`config.mk`:
```
export PLATFORM = sky130hd
export DESIGN_NAME = byte_stuffed_frame_builder_crc16_top
export DESIGN_NICKNAME = d
export VERILOG_FILES = /design/src/rtl/bsfb_pkg.sv /design/src/rtl/byte_stuffed_frame_builder_crc16_top.sv
export SDC_FILE = /design/constraint.sdc
export NUM_CORES = 1
export LEC_CHECK = 0
export BUFFER_PORTS_ARGS = -buffer_cell sky130_fd_sc_hd__buf_2
export CAP_MARGIN = 20
export CELL_PAD_IN_SITES_DETAIL_PLACEMENT = 1
export CELL_PAD_IN_SITES_GLOBAL_PLACEMENT = 1
export CORE_AREA = 5 5 138 88
export CTS_CLUSTER_SIZE = 24
export DETAILED_ROUTE_END_ITERATION = 8
export DIE_AREA = 0 0 143 93
export MAX_ROUTING_LAYER = met4
export PLACE_DENSITY = 0.81
export SETUP_SLACK_MARGIN = 0.05
export SYNTH_ARGS = -nofsm -noshare
export SYNTH_HDL_FRONTEND = slang
export SYNTH_SLANG_ARGS = --single-unit
export TNS_END_PERCENT = 1
```
`constraint.sdc`:
```
create_clock -name i_clk -period 7.1 [get_ports i_clk]
set_input_delay 0 -clock i_clk [delete_from_list [all_inputs] [get_ports i_clk]]
set_output_delay 0 -clock i_clk [all_outputs]
set_load 0.03 [all_outputs]
```
`src/rtl/bsfb_pkg.sv`:
```
package bsfb_pkg;

    // Default number of trailing check bytes removed from each command.
    localparam int DROPPED_TAIL_DEF = 2;

    // Frame marks and escaping.
    localparam logic [7:0] MARK_OPEN  = 8'hC0;
    localparam logic [7:0] MARK_CLOSE = 8'hC1;
    localparam logic [7:0] ESC_BYTE   = 8'h7D;
    localparam logic [7:0] ESC_FLIP   = 8'h20;

    // Reflected CRC-16, X.25 style.
    localparam logic [15:0] CRC_INIT   = 16'hFFFF;
    localparam logic [15:0] CRC_POLY   = 16'h8408;
    localparam logic [15:0] CRC_XOROUT = 16'hFFFF;

    // Register indexes of the configuration port.
    localparam logic [1:0] CFG_SOURCE_ADDRESS = 2'd0;
    localparam logic [1:0] CFG_TARGET_ADDRESS = 2'd1;
    localparam logic [1:0] CFG_PACKET_OPCODE  = 2'd2;
    localparam logic [1:0] CFG_SEQUENCE_VALUE = 2'd3;

    // Register reset values.
    localparam logic [7:0] RST_SOURCE_ADDRESS = 8'hFE;
    localparam logic [7:0] RST_TARGET_ADDRESS = 8'h00;
    localparam logic [7:0] RST_PACKET_OPCODE  = 8'h06;
    localparam logic [7:0] RST_SEQUENCE_VALUE = 8'h00;

    // Folds one byte into the running CRC, least significant bit first.
    function automatic logic [15:0] crc_byte(input logic [15:0] crc_in, input logic [7:0] b);
        logic [15:0] c;
        c = crc_in ^ {8'h00, b};
        for (int k = 0; k < 8; k++) begin
            if (c[0]) begin
                c = (c >> 1) ^ CRC_POLY;
            end else begin
                c = c >> 1;
            end
        end
        return c;
    endfunction

endpackage

```
`src/rtl/byte_stuffed_frame_builder_crc16_top.sv`:
```
// Byte-stuffed frame builder with CRC-16.
// Input channel (i_in_valid / o_in_ready) takes one command byte per word, with
// i_is_last on the final byte. Output channel (o_out_valid / i_out_ready) gives
// one word per cycle while the receiver takes them: the escaped frame stream,
// o_frame_end high on the closing 0xC1. Each frame is 0xC0, four header bytes
// from the configuration registers, the command bytes less the trailing
// DROPPED_TAIL check bytes, the CRC (low byte first) and 0xC1; header, payload
// and CRC bytes are escaped. A word is first held in a job register (the list of
// frame pieces it causes) and the emitter then loads one output word per cycle,
// while the receiver is not stalling, into the output register. A word's job gives
// one output word for a plain payload byte, two for an escaped one, up to nine
// when a frame opens or closes; words that produce nothing leave the job register
// empty. A new word is accepted while the job register is empty or in the cycle
// the previous job hands over its last output word.
// Reset (synchronous, active low) closes any open frame, empties the job and
// output registers and reloads the header registers with their defaults.
// When the receiver stalls, the output register holds its word and the emitter
// and then the input channel stall behind it; nothing is lost.
module byte_stuffed_frame_builder_crc16_top
    import bsfb_pkg::*;
#(
    parameter int DROPPED_TAIL = DROPPED_TAIL_DEF
) (
    input  logic       i_clk,
    input  logic       i_rst_n,
    input  logic       i_cfg_we,
    input  logic [1:0] i_cfg_index,
    input  logic [7:0] i_cfg_data,
    input  logic       i_in_valid,
    output logic       o_in_ready,
    input  logic [7:0] i_data_byte,
    input  logic       i_is_last,
    output logic       o_out_valid,
    input  logic       i_out_ready,
    output logic [7:0] o_out_byte,
    output logic       o_frame_end
);

    localparam int HOLD_DEPTH = (DROPPED_TAIL > 0) ? DROPPED_TAIL : 1;
    localparam int FW = $clog2(HOLD_DEPTH + 1);
    localparam int CW = $clog2(HOLD_DEPTH + 2);

    // Frame piece codes; each is also its bit in the job mask.
    localparam int NPH = 10;
    localparam logic [3:0] PH_OPEN  = 4'd0;
    localparam logic [3:0] PH_HDR0  = 4'd1;
    localparam logic [3:0] PH_HDR1  = 4'd2;
    localparam logic [3:0] PH_HDR2  = 4'd3;
    localparam logic [3:0] PH_HDR3  = 4'd4;
    localparam logic [3:0] PH_POP0  = 4'd5;
    localparam logic [3:0] PH_POP1  = 4'd6;
    localparam logic [3:0] PH_CRCL  = 4'd7;
    localparam logic [3:0] PH_CRCH  = 4'd8;
    localparam logic [3:0] PH_CLOSE = 4'd9;

    typedef logic [NPH-1:0] t_mask;

    // Registers.
    logic [7:0]  r_src, n_src, r_tgt, n_tgt, r_opc, n_opc, r_seq, n_seq;
    logic [7:0]  r_hold [HOLD_DEPTH];
    logic [7:0]  n_hold [HOLD_DEPTH];
    logic [FW-1:0] r_fill, n_fill;
    logic        r_inside, n_inside;
    t_mask       r_job_mask, n_job_mask;
    logic [7:0]  r_pop0, n_pop0, r_pop1, n_pop1;
    logic        r_esc_half, n_esc_half;
    logic [15:0] r_crc, n_crc;
    logic        r_out_valid, n_out_valid;
    logic [7:0]  r_out_byte, n_out_byte;
    logic        r_out_end, n_out_end;

    // Working signals.
    logic          in_fire;
    logic          ignore_word;
    logic [FW-1:0] eff_fill;
    logic [CW-1:0] cnt;
    logic [7:0]    q [HOLD_DEPTH + 1];
    logic          pop_one;
    logic [CW-1:0] npop_last;
    t_mask         new_mask;
    logic [3:0]    cur_phase;
    t_mask         cur_bit;
    logic [7:0]    cur_val;
    logic          need_esc;
    logic          is_data;
    logic          emit_go;
    logic          piece_done;
    logic          job_done;
    logic [15:0]   crc_out;

    assign crc_out = r_crc ^ CRC_XOROUT;

    // Configuration registers.
    always_comb begin
        n_src = r_src;
        n_tgt = r_tgt;
        n_opc = r_opc;
        n_seq = r_seq;
        if (i_cfg_we) begin
            case (i_cfg_index)
                CFG_SOURCE_ADDRESS: n_src = i_cfg_data;
                CFG_TARGET_ADDRESS: n_tgt = i_cfg_data;
                CFG_PACKET_OPCODE:  n_opc = i_cfg_data;
                CFG_SEQUENCE_VALUE: n_seq = i_cfg_data;
                default: ;
            endcase
        end
    end

    // Emitter: picks the lowest pending piece of the job and forms its byte.
    always_comb begin
        cur_phase = PH_OPEN;
        for (int k = NPH - 1; k >= 0; k--) begin
            if (r_job_mask[k]) begin
                cur_phase = 4'(k);
            end
        end
        cur_bit = t_mask'(1) << cur_phase;

        case (cur_phase)
            PH_OPEN:  cur_val = MARK_OPEN;
            PH_HDR0:  cur_val = r_src;
            PH_HDR1:  cur_val = r_tgt;
            PH_HDR2:  cur_val = r_opc;
            PH_HDR3:  cur_val = r_seq;
            PH_POP0:  cur_val = r_pop0;
            PH_POP1:  cur_val = r_pop1;
            PH_CRCL:  cur_val = crc_out[7:0];
            PH_CRCH:  cur_val = crc_out[15:8];
            PH_CLOSE: cur_val = MARK_CLOSE;
            default:  cur_val = MARK_CLOSE;
        endcase

        is_data  = cur_phase inside {[PH_HDR0:PH_POP1]};
        need_esc = (cur_phase inside {[PH_HDR0:PH_CRCH]}) &&
                   (cur_val inside {ESC_BYTE, MARK_OPEN, MARK_CLOSE});

        emit_go    = (r_job_mask != '0) && (!r_out_valid || i_out_ready);
        piece_done = emit_go && !(need_esc && !r_esc_half);
        job_done   = piece_done && ((r_job_mask & ~cur_bit) == '0);
    end

    assign o_in_ready = (r_job_mask == '0) || job_done;
    assign in_fire    = i_in_valid && o_in_ready;

    // Input side: hold-back queue and the job that this word causes.
    always_comb begin
        ignore_word = !r_inside && i_is_last;
        eff_fill    = r_inside ? r_fill : '0;
        cnt         = CW'(eff_fill) + CW'(1);

        for (int k = 0; k < HOLD_DEPTH; k++) begin
            q[k] = (FW'(k) < eff_fill) ? r_hold[k] : i_data_byte;
        end
        q[HOLD_DEPTH] = i_data_byte;

        pop_one   = cnt > CW'(HOLD_DEPTH);
        npop_last = (cnt > CW'(DROPPED_TAIL)) ? (cnt - CW'(DROPPED_TAIL)) : '0;

        new_mask = '0;
        if (!r_inside) begin
            new_mask[PH_OPEN] = 1'b1;
            new_mask[PH_HDR0] = 1'b1;
            new_mask[PH_HDR1] = 1'b1;
            new_mask[PH_HDR2] = 1'b1;
            new_mask[PH_HDR3] = 1'b1;
        end
        if (i_is_last) begin
            new_mask[PH_POP0]  = npop_last >= CW'(1);
            new_mask[PH_POP1]  = npop_last >= CW'(2);
            new_mask[PH_CRCL]  = 1'b1;
            new_mask[PH_CRCH]  = 1'b1;
            new_mask[PH_CLOSE] = 1'b1;
        end else begin
            new_mask[PH_POP0] = pop_one;
        end
        if (ignore_word) begin
            new_mask = '0;
        end

        // Queue update.
        n_fill   = r_fill;
        n_inside = r_inside;
        for (int k = 0; k < HOLD_DEPTH; k++) begin
            n_hold[k] = r_hold[k];
        end
        if (in_fire && !ignore_word) begin
            if (i_is_last) begin
                n_fill   = '0;
                n_inside = 1'b0;
            end else begin
                n_inside = 1'b1;
                n_fill   = FW'(cnt - CW'(pop_one));
                for (int k = 0; k < HOLD_DEPTH; k++) begin
                    n_hold[k] = pop_one ? q[k + 1] : q[k];
                end
            end
        end
    end

    // Job register and emitter state.
    always_comb begin
        n_job_mask = r_job_mask;
        n_pop0     = r_pop0;
        n_pop1     = r_pop1;
        n_esc_half = r_esc_half;
        n_crc      = r_crc;
        n_out_byte = r_out_byte;
        n_out_end  = r_out_end;
        n_out_valid = r_out_valid && !i_out_ready;

        if (emit_go) begin
            n_out_valid = 1'b1;
            n_out_end   = (cur_phase == PH_CLOSE);
            if (need_esc && !r_esc_half) begin
                n_out_byte = ESC_BYTE;
                n_esc_half = 1'b1;
            end else begin
                n_out_byte = need_esc ? (cur_val ^ ESC_FLIP) : cur_val;
                n_esc_half = 1'b0;
                n_job_mask = r_job_mask & ~cur_bit;
                if (cur_phase == PH_OPEN) begin
                    n_crc = CRC_INIT;
                end else if (is_data) begin
                    n_crc = crc_byte(r_crc, cur_val);
                end
            end
        end

        if (in_fire) begin
            n_job_mask = new_mask;
            n_pop0     = q[0];
            n_pop1     = q[1];
        end
    end

    always_ff @(posedge i_clk) begin
        if (!i_rst_n) begin
            r_src       <= RST_SOURCE_ADDRESS;
            r_tgt       <= RST_TARGET_ADDRESS;
            r_opc       <= RST_PACKET_OPCODE;
            r_seq       <= RST_SEQUENCE_VALUE;
            r_fill      <= '0;
            r_inside    <= 1'b0;
            r_job_mask  <= '0;
            r_esc_half  <= 1'b0;
            r_crc       <= CRC_INIT;
            r_out_valid <= 1'b0;
        end else begin
            r_src       <= n_src;
            r_tgt       <= n_tgt;
            r_opc       <= n_opc;
            r_seq       <= n_seq;
            r_fill      <= n_fill;
            r_inside    <= n_inside;
            r_job_mask  <= n_job_mask;
            r_esc_half  <= n_esc_half;
            r_crc       <= n_crc;
            r_out_valid <= n_out_valid;
        end
    end

    // Payload registers.
    always_ff @(posedge i_clk) begin
        for (int k = 0; k < HOLD_DEPTH; k++) begin
            r_hold[k] <= n_hold[k];
        end
        r_pop0     <= n_pop0;
        r_pop1     <= n_pop1;
        r_out_byte <= n_out_byte;
        r_out_end  <= n_out_end;
    end

    assign o_out_valid = r_out_valid;
    assign o_out_byte  = r_out_byte;
    assign o_frame_end = r_out_end;

    // An escape prefix already sent means its piece is still pending.
    a_esc_pending: assert property (@(posedge i_clk) disable iff (!i_rst_n)
        r_esc_half |-> (r_job_mask != '0))
        else $error("escape half pending without a job");

    // The closing mark is the only word flagged as frame end.
    a_end_mark: assert property (@(posedge i_clk) disable iff (!i_rst_n)
        (o_out_valid && o_frame_end) |-> (o_out_byte == MARK_CLOSE))
        else $error("frame end on a byte other than the closing mark");

    // No bytes are held back outside a frame.
    a_fill_closed: assert property (@(posedge i_clk) disable iff (!i_rst_n)
        !r_inside |-> (r_fill == '0))
        else $error("held bytes outside a frame");

    // The queue never holds more than the hold-back depth.
    a_fill_range: assert property (@(posedge i_clk) disable iff (!i_rst_n)
        r_fill <= FW'(HOLD_DEPTH))
        else $error("hold-back queue overfilled");

    // An opening mark still pending always has the full header behind it.
    a_open_hdr: assert property (@(posedge i_clk) disable iff (!i_rst_n)
        r_job_mask[PH_OPEN] |-> (r_job_mask[PH_HDR0] && r_job_mask[PH_HDR1] &&
                                 r_job_mask[PH_HDR2] && r_job_mask[PH_HDR3]))
        else $error("header pieces lost from an opening job");

    // Output word is held while the receiver stalls.
    a_out_hold: assert property (@(posedge i_clk) disable iff (!i_rst_n)
        (o_out_valid && !i_out_ready) |=> (o_out_valid && $stable(o_out_byte)))
        else $error("output word changed while stalled");

endmodule

```
# Yosys cells after proc, flatten, opt, wreduce, memory -nomap -nowiden
# Memory sizes are Yosys's and may differ from the RTL's.
# Cells that the tools add are included.
[totals] register_bits=88 mem_bits_rw=16 memories=1
[op_classes] add_sub_neg=3 magnitude_cmp=8 n_eq_ne=16 n_shift=1 muxes=69 n_bitwise=14 n_reduce_logical=33
[mem_list] name="r_hold" words=2 word_bits=8 read_ports=2 rd_clocked_by_memory_dff=0 wr=2 line="byte_stuffed_frame_builder_crc16_top.sv:60" rtl="logic [7:0] r_hold [HOLD_DEPTH];"
[op_table] cell="$mux 16" count=40
[op_table] cell="$pmux 8 s9" count=1
[op_table] cell="$mux 4" count=11
[op_table] cell="$mux 10" count=4
[op_table] cell="$mux 8" count=4
[op_table] cell="$not 2->3" count=8
[op_table] cell="$logic_not 10->1" count=2
[op_table] cell="$eq 4x3->1 const B" count=4
[op_table] cell="$eq 8x8->1 const B" count=2
[op_table] cell="$not 16->16" count=1
[op_table] cell="$xor 16x8->16" count=1
[op_table] cell="$logic_and 1x1->1" count=11
[op_table] cell="$and 10x10->10" count=1
[op_table] cell="$not 10->10" count=1
[op_table] cell="$reduce_and 2->1" count=5
[op_table] cell="$reduce_bool 10->1" count=1
[op_table] cell="$shl 1x4->10 const A" count=1
[op_table] cell="$eq 4x2->1 const B" count=2
[op_table] cell="$eq 4x4->1 const B" count=2
[op_table] cell="$eq 8x7->1 const B" count=1
[op_table] cell="$logic_not 1->1" count=6
[op_table] cell="$mux 2" count=3
[op_table] cell="$mux 6" count=1
[op_table] cell="$mux 5" count=1
[op_table] cell="22 further kinds" count=30

# Longest topological paths before layout
[depth] depth_word=59 ltp_mapped=15 mapped_depth_nobuf=12

# Worst setup path before layout
# OpenSTA, ideal clock, no wires.
[synth_path] kind="reg2reg" startpoint="reg r_job_mask[0] (netlist name)" endpoint="mem r_hold[0][0], enable pin" arrival_ns=3.281 setup_slack_ns=3.430 path_stages_with_launch=15 synth_period_minus_slack_ns=3.670 cell_sequence="dfxtp_1 buf_6 or4_1 buf_2 or3_1 buf_2 o221ai_2 o31ai_1 nand4_2 nor3_1 o21ai_2 o31ai_4 a31oi_4 o21ai_4 nor2_1"
[synth_rtl] element="end, declared" line="byte_stuffed_frame_builder_crc16_top.sv:60"

==> metrics.md <==
| Metric | Value |
|---|---|
| Tcrit/Tclk final | `63.6%` |
| Syn avg cell area | `9.96 um2` |
| Clock-pin slew of the registers on the worst-case setup and hold paths | `0.08 ns` |
| Crit end category | `flop` |
| Post-DRT Antenna Nets | `0` |
| TritonCTS Buffers | `9` |
| First-pass GRT wire length | `26.2 mm` |
| PwrDens | `516 nW/um2` |
| Via Count | `4479` |
| Hold slack | `0.0705 ns` |
| Max Freq | `221 MHz` |
| Via/cell ratio | `6.11` |
| Initial antenna violation count | `0` |
| Overflow after GRT | `0` |
| Final Max Tran Viols | `0` |
| Hpwl dp | `12.1 mm` |
| Top-count cell post-synth | `nand2_1` |
| Sequential share of power | `30.9%` |
| Cts repair resizes | `0` |
| P_int | `1.69 mW` |
| Clk pwr share | `15.1%` |
| Worst r2r src | `r_job_mask[2]$_SDFFE_PN0P_` |
| CTS H-Tree Depth | `3` |
| Fin Clk Skew | `0.0103 ns` |
| Rows | `30` |
| Final Core Density | `56.6%` |
| Final GP Congestion | `0.962` |
| Comb pwr share | `54.1%` |
| Final net count | `611` |
| WL final | `16.4 mm` |
| RSZ-0062 raised after global routing | `false` |
| Max Buffers Root-to-Sink | `2` |
| Max_cap viols | `0` |
| Die W | `143 um` |
| Post-synth top cells | `86 x nand2_1, 63 x dfxtp_1, 41 x edfxtp_1, 34 x mux2_2, 26 x mux2i_1` |
| Syn_nets | `572` |
| Post-synthesis register bit count | `104` |
| DR WL met2 | `7.31 mm` |
| I/O pin count | `35` |
| Reg2Reg Setup Slack | `2.58 ns` |
| Setup total negative slack | `0 ns` |
| Hold Vio Cnt, Final | `0` |
| Detailed Route Iter0 Violations | `350` |
| Worst setup endpoint | `r_hold[0][7]$_DFFE_PP_` |
| Starting Density | `50.0%` |
| Worst Hold Class | `in -> reg` |
| Status | `completed` |
| First drt pass iteration count | `5` |
| Sequential share of the synthesized area | `45.9%` |
| Sw Pwr | `1.48 mW` |
| Met3 wire len | `1.24 mm` |
| RR Endpoint | `r_hold[0][7]$_DFFE_PP_` |
| Beginning of the critical path | `r_job_mask[2]$_SDFFE_PN0P_` |
| CTS root buffer | `clkbuf_16` |
| DRC violations left | `0` |
| Synthesized cell area | `5430 um2` |
| Synth area leaders | `dfxtp_1 23%, edfxtp_1 23%, mux2_2 7.1%, nand2_1 5.9%, mux2i_1 4.8%` |
| Synth Instances | `545` |
| Least-Margin Pin Slew | `0.938 ns` |
| Endpoints failing setup | `0` |
| Asr flop ratio synth | `0%` |
| CP Class | `reg -> reg` |
| CP Launch Type | `flop` |
| Die Area | `13300 um2` |
| Drt wl/cell | `22.4 um` |
| Area leader, netlist | `dfxtp_1` |
| Unique masters post-synth | `71` |
| Layout area overhead | `13.2%` |
| P_leak | `2.43 nW` |
| Crit Path Max Fanout | `12` |
| Yosys warnings | `0` |
| Layout cells sized above 1 | `19.5%` |
| Die H | `93 um` |
| Max VDD drop | `345 uV` |
| Vias in the first global route | `4567` |
| Clk sink count | `104` |
| Reg2Reg Depth | `12` |
| Top Layer Used | `met4` |
| Post-synth EDFFs | `41` |
| Final-layout fill cell count | `1226` |
| Switching share of power | `46.7%` |
| Post-synth top area share | `23.2%` |
| Core ar. | `10800 um2` |
| ANT cells | `0` |
| Met1 wire length | `7.66 mm` |
| Slew headroom | `36.9%` |
| Pwr Total | `3.17 mW` |
| GRT Total Usage | `26.4%` |
| Top_reg_cell synth | `dfxtp_1` |
| Input/output buffers | `34` |
| Worst-Skew Late Latency | `0.36 ns` |
| WP data required | `7.21 ns` |
| CP Data Arrival Time | `4.63 ns` |
| Pin count of the biggest net entering global routing | `71` |
| CTS tree | `done` |
| Min Tclk post-route | `4.52 ns` |
[stage by stage]
step | worst slack, ns | instance area [um2] | cells
3_3_place_gp | 2.56 | 5680 | 697
3_5_place_dp | 2.80 | 5690 | 698
4_1_cts | 2.76 | 6140 | 732
5_1_grt | 2.12 | 6140 | 733
6_report | 2.58 | 6140 | 733
2_1_floorplan | 3.43 | 5430 | 545
[logic make-up (layout without fill, tap and decap cells)]
group           count (synthesis)  after routing  synth area share (%)
fa+ha+maj                       4              4                 0.876
mux                            60             60                  11.8
flops                         104            104                  45.9
xor+xnor                       23             23                  3.96
compound gates                104            104                  15.1
buf+inv                        46             90                  3.50
simple gates                  204            204                  18.8
[per-layer routing]
layer | vias to the layer above | global-route usage [%]
met4 | 0 | 6.01
met2 | 150 | 39.7
met1 | 2241 | 35.9
met5 | - | -
li1 | 2068 | -
met3 | 20 | 7.05
[power by group through the flow]
stage	combinational (mW)	sequential [mW]	clock, mW
6_report	1.71	0.979	0.477
5_1_grt	1.85	0.994	0.508
2_1_floorplan	1.22	0.980	0
4_1_cts	1.70	0.975	0.483
3_5_place_dp	1.68	0.987	0
3_3_place_gp	1.62	0.980	0
[critical path, cell delays in order, from the launching register on]
cell	delay (ns)
dfxtp_1	0.43
nor4_1	0.80
buf_4	0.27
nand4_1	0.38
o311ai_0	0.55
a221oi_1	0.19
nor3_1	0.27
o21ai_2	0.11
o31ai_4	0.41
a31oi_4	0.22
o21ai_4	0.25
nor2_1	0.15
buf_4	0.22
[placed cells by master, fill, tap and decap left out, types with 4 or more instances in the layout]
cell type       n
nor2_1         22
xor2_1          4
buf_4           5
a32oi_1        10
or2_2           7
a211oi_1        6
o21ai_0         8
nor2b_1        19
o31ai_1         5
buf_2          34
nor3_1         10
o21ai_1         5
a221oi_1        6
clkbuf_16       9
a21boi_0        9
o211ai_1        4
xnor2_1        18
a21oi_1        11
a31oi_1         6
dfxtp_1        63
and3_1         10
mux2i_1        26
nand4_1         8
edfxtp_1       41
nand2_1        86
dlygate4sd3_1  18
nand3_1        16
nand2b_1        4
mux2_2         34
o22ai_1         6
inv_1          15
[registers in the layout (all words and copies together) (netlist names), 2 cells and up]
register	count
o_out_byte	8
r_hold	16
r_pop0	8
r_fill	2
r_seq	8
r_opc	8
r_src	8
r_crc	16
r_tgt	8
r_pop1	8
r_job_mask	10
[final cells by class]
type / count / area, um2 / share of cell area [%]
flip-flops and latches: 104 / 2490 / 40.6
clock buffers: 10 / 229 / 3.73
repair buffers: 58 / 393 / 6.39
clock inverters: 6 / 43.8 / 0.713
multi-input cells: 395 / 2750 / 44.7
well taps: 144 / 180 / 2.93
inverters: 16 / 60.1 / 0.977
[worst min-delay path by stage]
stage / endpoint / slack (ns) / cells after the start / from
floorplan: r_opc[1]$_SDFFE_PN1P_ / 0.12 / 2 / i_cfg_data[1]
global placement: r_opc[1]$_SDFFE_PN1P_ / 0.27 / 3 / i_cfg_data[1]
detailed placement: r_src[5]$_SDFFE_PN1P_ / 0.27 / 3 / i_cfg_data[5]
CTS: r_fill[1]$_SDFFE_PN0P_ / 0.07 / 4 / i_in_valid
global route: r_fill[1]$_SDFFE_PN0P_ / 0.1 / 4 / i_in_valid
finish: r_fill[1]$_SDFFE_PN0P_ / 0.07 / 4 / i_in_valid
[what timing repair did]
item	in CTS	in global routing
endpoints found under the hold margin	38	0
setup buffers	0	0
hold buffers	18	0
No activity file was read; power rests on OpenSTA's default activity.
